$ cat src/sv/separable_box_filter_rgba_top_assert.svh
// Assertion helpers for the box filter block, clocked on i_clk, off in reset.
`ifndef SEPARABLE_BOX_FILTER_RGBA_TOP_ASSERT_SVH
`define SEPARABLE_BOX_FILTER_RGBA_TOP_ASSERT_SVH

// Consequent holds in the same cycle as the antecedent.
`define SBF_ASSERT_NOW(lbl, ante, cons, msg) \
    lbl: assert property (@(posedge i_clk) disable iff (!i_rst_n) (ante) |-> (cons)) \
        else $error(msg);

// Consequent holds in the cycle after the antecedent.
`define SBF_ASSERT_NEXT(lbl, ante, cons, msg) \
    lbl: assert property (@(posedge i_clk) disable iff (!i_rst_n) (ante) |=> (cons)) \
        else $error(msg);

`endif

$ cat src/sv/sbf_pkg.sv
package sbf_pkg;

    localparam int DEF_MAX_WIDTH  = 1024;
    localparam int DEF_MAX_KERNEL = 31;

    localparam int CHANNELS  = 4;
    localparam int CH_W      = 8;
    localparam int PIX_W     = CHANNELS * CH_W;
    localparam int SCALE_SHIFT = 15;
    localparam int DIV_ONE   = 1 << SCALE_SHIFT;
    localparam int RECIP_W   = 15;

    localparam int IMG_W_W   = 11;
    localparam int IMG_H_W   = 12;
    localparam int KER_W     = 5;
    localparam int CFG_W     = 12;
    localparam int CFG_IDX_W = 2;
    localparam int OUT_COL_W = 10;
    localparam int OUT_ROW_W = 12;
    localparam int MAX_HEIGHT = 4095;

    localparam logic [IMG_W_W-1:0] RST_IMG_W = 11'd640;
    localparam logic [IMG_H_W-1:0] RST_IMG_H = 12'd480;
    localparam logic [KER_W-1:0]   RST_KER   = 5'd3;

    localparam logic [CFG_IDX_W-1:0] CFG_IMAGE_WIDTH   = 2'd0;
    localparam logic [CFG_IDX_W-1:0] CFG_IMAGE_HEIGHT  = 2'd1;
    localparam logic [CFG_IDX_W-1:0] CFG_KERNEL_WIDTH  = 2'd2;
    localparam logic [CFG_IDX_W-1:0] CFG_KERNEL_HEIGHT = 2'd3;

    // tdata of a result beat: four channels, column, row, zero fill
    localparam int OUT_DATA_W = 56;

endpackage

$ cat src/sv/sbf_window.sv
module sbf_window #(
    parameter int MAX_KERNEL = sbf_pkg::DEF_MAX_KERNEL,
    parameter int IDX_W      = $clog2(MAX_KERNEL)
) (
    input  logic                       i_clk,
    input  logic                       i_shift,
    input  logic [sbf_pkg::PIX_W-1:0]  i_pixel,
    input  logic [IDX_W-1:0]           i_idx,
    output logic [sbf_pkg::PIX_W-1:0]  o_tap
);

    // newest pixel at tap 0
    logic [sbf_pkg::PIX_W-1:0] r_taps [MAX_KERNEL];

    always_ff @(posedge i_clk) begin
        if (i_shift) begin
            r_taps[0] <= i_pixel;
            for (int i = 1; i < MAX_KERNEL; i++) begin
                r_taps[i] <= r_taps[i-1];
            end
        end
    end

    assign o_tap = r_taps[i_idx];

endmodule

$ cat config.mk
export PLATFORM = sky130hd
export DESIGN_NAME = sbf_window
export DESIGN_NICKNAME = d
export VERILOG_FILES = /design/src/sv/separable_box_filter_rgba_top_assert.svh /design/src/sv/sbf_pkg.sv /design/src/sv/sbf_window.sv
export SDC_FILE = /design/constraint.sdc
export NUM_CORES = 1
export LEC_CHECK = 0
export BUFFER_PORTS_ARGS = -buffer_cell sky130_fd_sc_hd__buf_2
export CELL_PAD_IN_SITES_DETAIL_PLACEMENT = 0
export CELL_PAD_IN_SITES_GLOBAL_PLACEMENT = 1
export CORE_ASPECT_RATIO = 1.2
export CORE_MARGIN = 2
export CORE_UTILIZATION = 58
export CTS_BUF_LIST = sky130_fd_sc_hd__clkbuf_4
export CTS_CLUSTER_DIAMETER = 200
export CTS_CLUSTER_SIZE = 14
export DETAILED_ROUTE_END_ITERATION = 8
export PLACE_DENSITY_LB_ADDON = 0.3
export SYNTH_ARGS = -nofsm -noshare
export SYNTH_HDL_FRONTEND = slang
export SYNTH_SLANG_ARGS = --single-unit
$ cat constraint.sdc
create_clock -name i_clk -period 1.9 [get_ports i_clk]
set_clock_uncertainty 0.05 [all_clocks]
set_input_delay 0 -clock i_clk [delete_from_list [all_inputs] [get_ports i_clk]]
set_output_delay 0 -clock i_clk [all_outputs]
set_load 0.1 [all_outputs]
==> flow_summary.toml <==
[run_status]
status = "finished, violations left"
violations = "setup timing"

[sta]
setup_violations = 32
max_freq_mhz = 357
slew_headroom = 0.295
drv_slew = 0
hold_ws_ps = 197
post-route-min-period_ps = 2800
tightest_slew_ps = 1050
hold_viol_final = 0
fin_ws_ps = -900
grt_setup_unrepaired = "true"
period_share = 1.47

[setup_path]
crit_family = "multiplexers"
cp_num_buf_inv = 2
crit_path_top_delay_cell = "mux4_2"
crit_fanout = 2
critical_path.max_stage_delay_ps = 490
cp.required_ps = 1850
worstRegToRegCells = 3
cp_num_cells = 6
path_cells = "mux4_2 -> mux2_2 -> o221ai_2 -> buf_4 -> o211ai_1 -> buf_6"
critical_path_class = "flip-flop to primary output"
cp-start-kind = "flip-flop"
critPathCaptureType = "primary output"
cp_data_arrival_time_ps = 2750

[floorplan]
io_pins = 71
die_h_um = 285
die-width_um = 238
rows = 102
die_area_um2 = 67700
coreArea_um2 = 64700
start_util = 0.588

[pwr]
pwr_density_cell_nw_per_um2 = 890
vdd_drop_max_mv = 0.648
p_comb_frac = 0.117
power_uw = 39000
power_leakage_uw = 0.0152
p_switching_uw = 9230
p_int_uw = 29800
switching_share = 0.237
seqPwrFrac = 0.671
p_clk_frac = 0.212

[clock_network]
clk_pin_slew_ps = 140
cts_buffers = 80
cts-htree-levels = 3
cts_tree = "done"
cts_buffer_depth = 3
cts_root_buf = "clkbuf_4"
cts.sinks = 992
clk_latency_ps = 890

[final_layout]
nFillCells = 4028
syn_to_final_growth_pct = 15.1
largest_reg_flops = 992
drive_gt1_frac = 0.320
finish.utilization = 0.677
top_register = "r_taps"
biggestRegsByFlops = "r_taps (992)"
nets = 2194

[routing]
vias_per_cell = 6.24
wl_met3_um = 3780
wl_met2_um = 36200
wl_met1_um = 31400
wl_per_cell_um = 24.3
drtIter0Drc = 1824
vias = 18700
highest_layer = "met4"
ant_nets = 0
drc = 0
first_pass_iters = 5
totalWireLength_um = 72800

[yosys]
synth_cells = 1763
synth_edf_count = 992
yosys.cell_types.count = 33
netlist_area_um2 = 38000
async_flop_share = 0
synth_ff_type = "edfxtp_1"
ys_ff_latch = 992
synth_fp_nets = 1802
yosysTopAreaCell = "edfxtp_1"
synth-seq-area-share = 0.783
yosys.area.top_type_share = 0.783
synthTopCellsByArea = "edfxtp_1 78%, mux4_2 9.9%, mux2i_1 4.4%, a22oi_1 0.71%, mux2_2 0.65%"
yosysWarningCount = 0
syn_area_per_cell_um2 = 21.6

[global_route]
grt-ovfl-total = 0
grt_pass1_vias = 19400
antenna_found_initial = 2
grt.total_usage = 0.218
grt_first_pass_wirelength_um = 113000
grt_max_degree = 88

[place]
gp_congestion = 0.782
port_buffers = 70
post-place-ws_ps = -303
post-dp-hpwl_um = 45200

[worst_hold_path]
holdCritPathClass = "input pin to flip-flop"
hold_depth = 3

[job]
cap_violations = 0
-- power groups by stage --
| stage | registers, µW | clock network, µW | logic (µW) |
|---|---|---|---|
| final | 26200 | 8280 | 4560 |
| after detailed placement | 26600 | 0 | 4200 |
| after CTS | 26100 | 8670 | 4520 |
| after floorplan | 26300 | 0 | 2490 |
| after global routing | 26300 | 9350 | 4820 |
| after global placement | 26500 | 0 | 4140 |
-- synthesized netlist by cell type, types with 12 or more instances --
master,instances
o21ai_0,29
buf_2,23
buf_4,28
a22oi_1,36
nor2b_1,17
mux2_2,22
edfxtp_1,992
a21oi_1,22
clkbuf_1,38
mux4_2,168
o221ai_1,17
nand3_1,27
a31oi_1,13
mux2i_1,167
o211ai_1,22
nand2_1,31
a211oi_1,12
a221oi_1,21
-- tightest hold or removal path: cells and delay by family --
kind	cells	cell delay (ps)
buffers and inverters	3	920
-- through the flow --
| step | std cells | TNS [ps] | area [µm²] |
|---|---|---|---|
| after floorplan | 1763 | -6480 | 38400 |
| after global placement | 2769 | -5870 | 41500 |
| after detailed placement | 2769 | -6390 | 41500 |
| after CTS | 2964 | -28360 | 43500 |
| after global routing | 2994 | -29280 | 43800 |
| final | 2997 | -25030 | 43800 |
-- path summary, 6_finish.rpt --
kind                  startpoint              to  slack [ps]
setup reg to reg  r_taps[23][19]  r_taps[24][19]         810
setup / recovery  r_taps[20][25]       o_tap[25]        -900
hold reg to reg   r_taps[12][10]  r_taps[13][10]         370
hold / removal           i_shift  r_taps[15][31]         200
-- layer usage --
layer	GRT usage	up-vias
li1	-	8159
met1	0.315	9947
met2	0.353	516
met3	0.0354	92
met4	0.0571	0
met5	0	-
-- cell families (layout without fill, tap and decap cells) --
family	Yosys count	count (layout)	synth area share
flip-flops	992	992	0.783
multiplexers	357	357	0.150
AO/OA/AOI/OAI	202	202	0.0377
buffers and inverters	108	505	0.0156
AND/OR/NAND/NOR	104	104	0.0138
other	0	5	0
-- placed cells by master, fill, tap and decap left out, types with 27 or more instances in the layout --
cell type,Yosys,final
buf_12,0,63
mux2i_1,167,167
buf_4,28,241
nand2_1,31,28
buf_2,23,33
clkbuf_4,0,84
dlygate4sd3_1,0,66
mux4_2,168,168
a22oi_1,36,31
edfxtp_1,992,992
nand3_1,27,27
-- cell type report --
class | count | area (µm²) | area share
repair buffers | 412 | 4020 | 0.0918
multi-input cells | 663 | 8250 | 0.188
clock inverters | 3 | 37.5 | 0.000857
flip-flops and latches | 992 | 29800 | 0.680
diodes | 5 | 12.5 | 0.000286
inverters | 6 | 22.5 | 0.000514
well taps | 832 | 1040 | 0.0238
clock buffers | 84 | 631 | 0.0144
-- timing repair --
action	CTS	global route
gates resized for setup	66	23
hold endpoints to repair	1024	0
pin swaps	37	14
buffers inserted	42	31
hold buffers	66	0
endpoints found under the setup margin	32	32
Note: power is estimated with default switching activity, not from simulation.
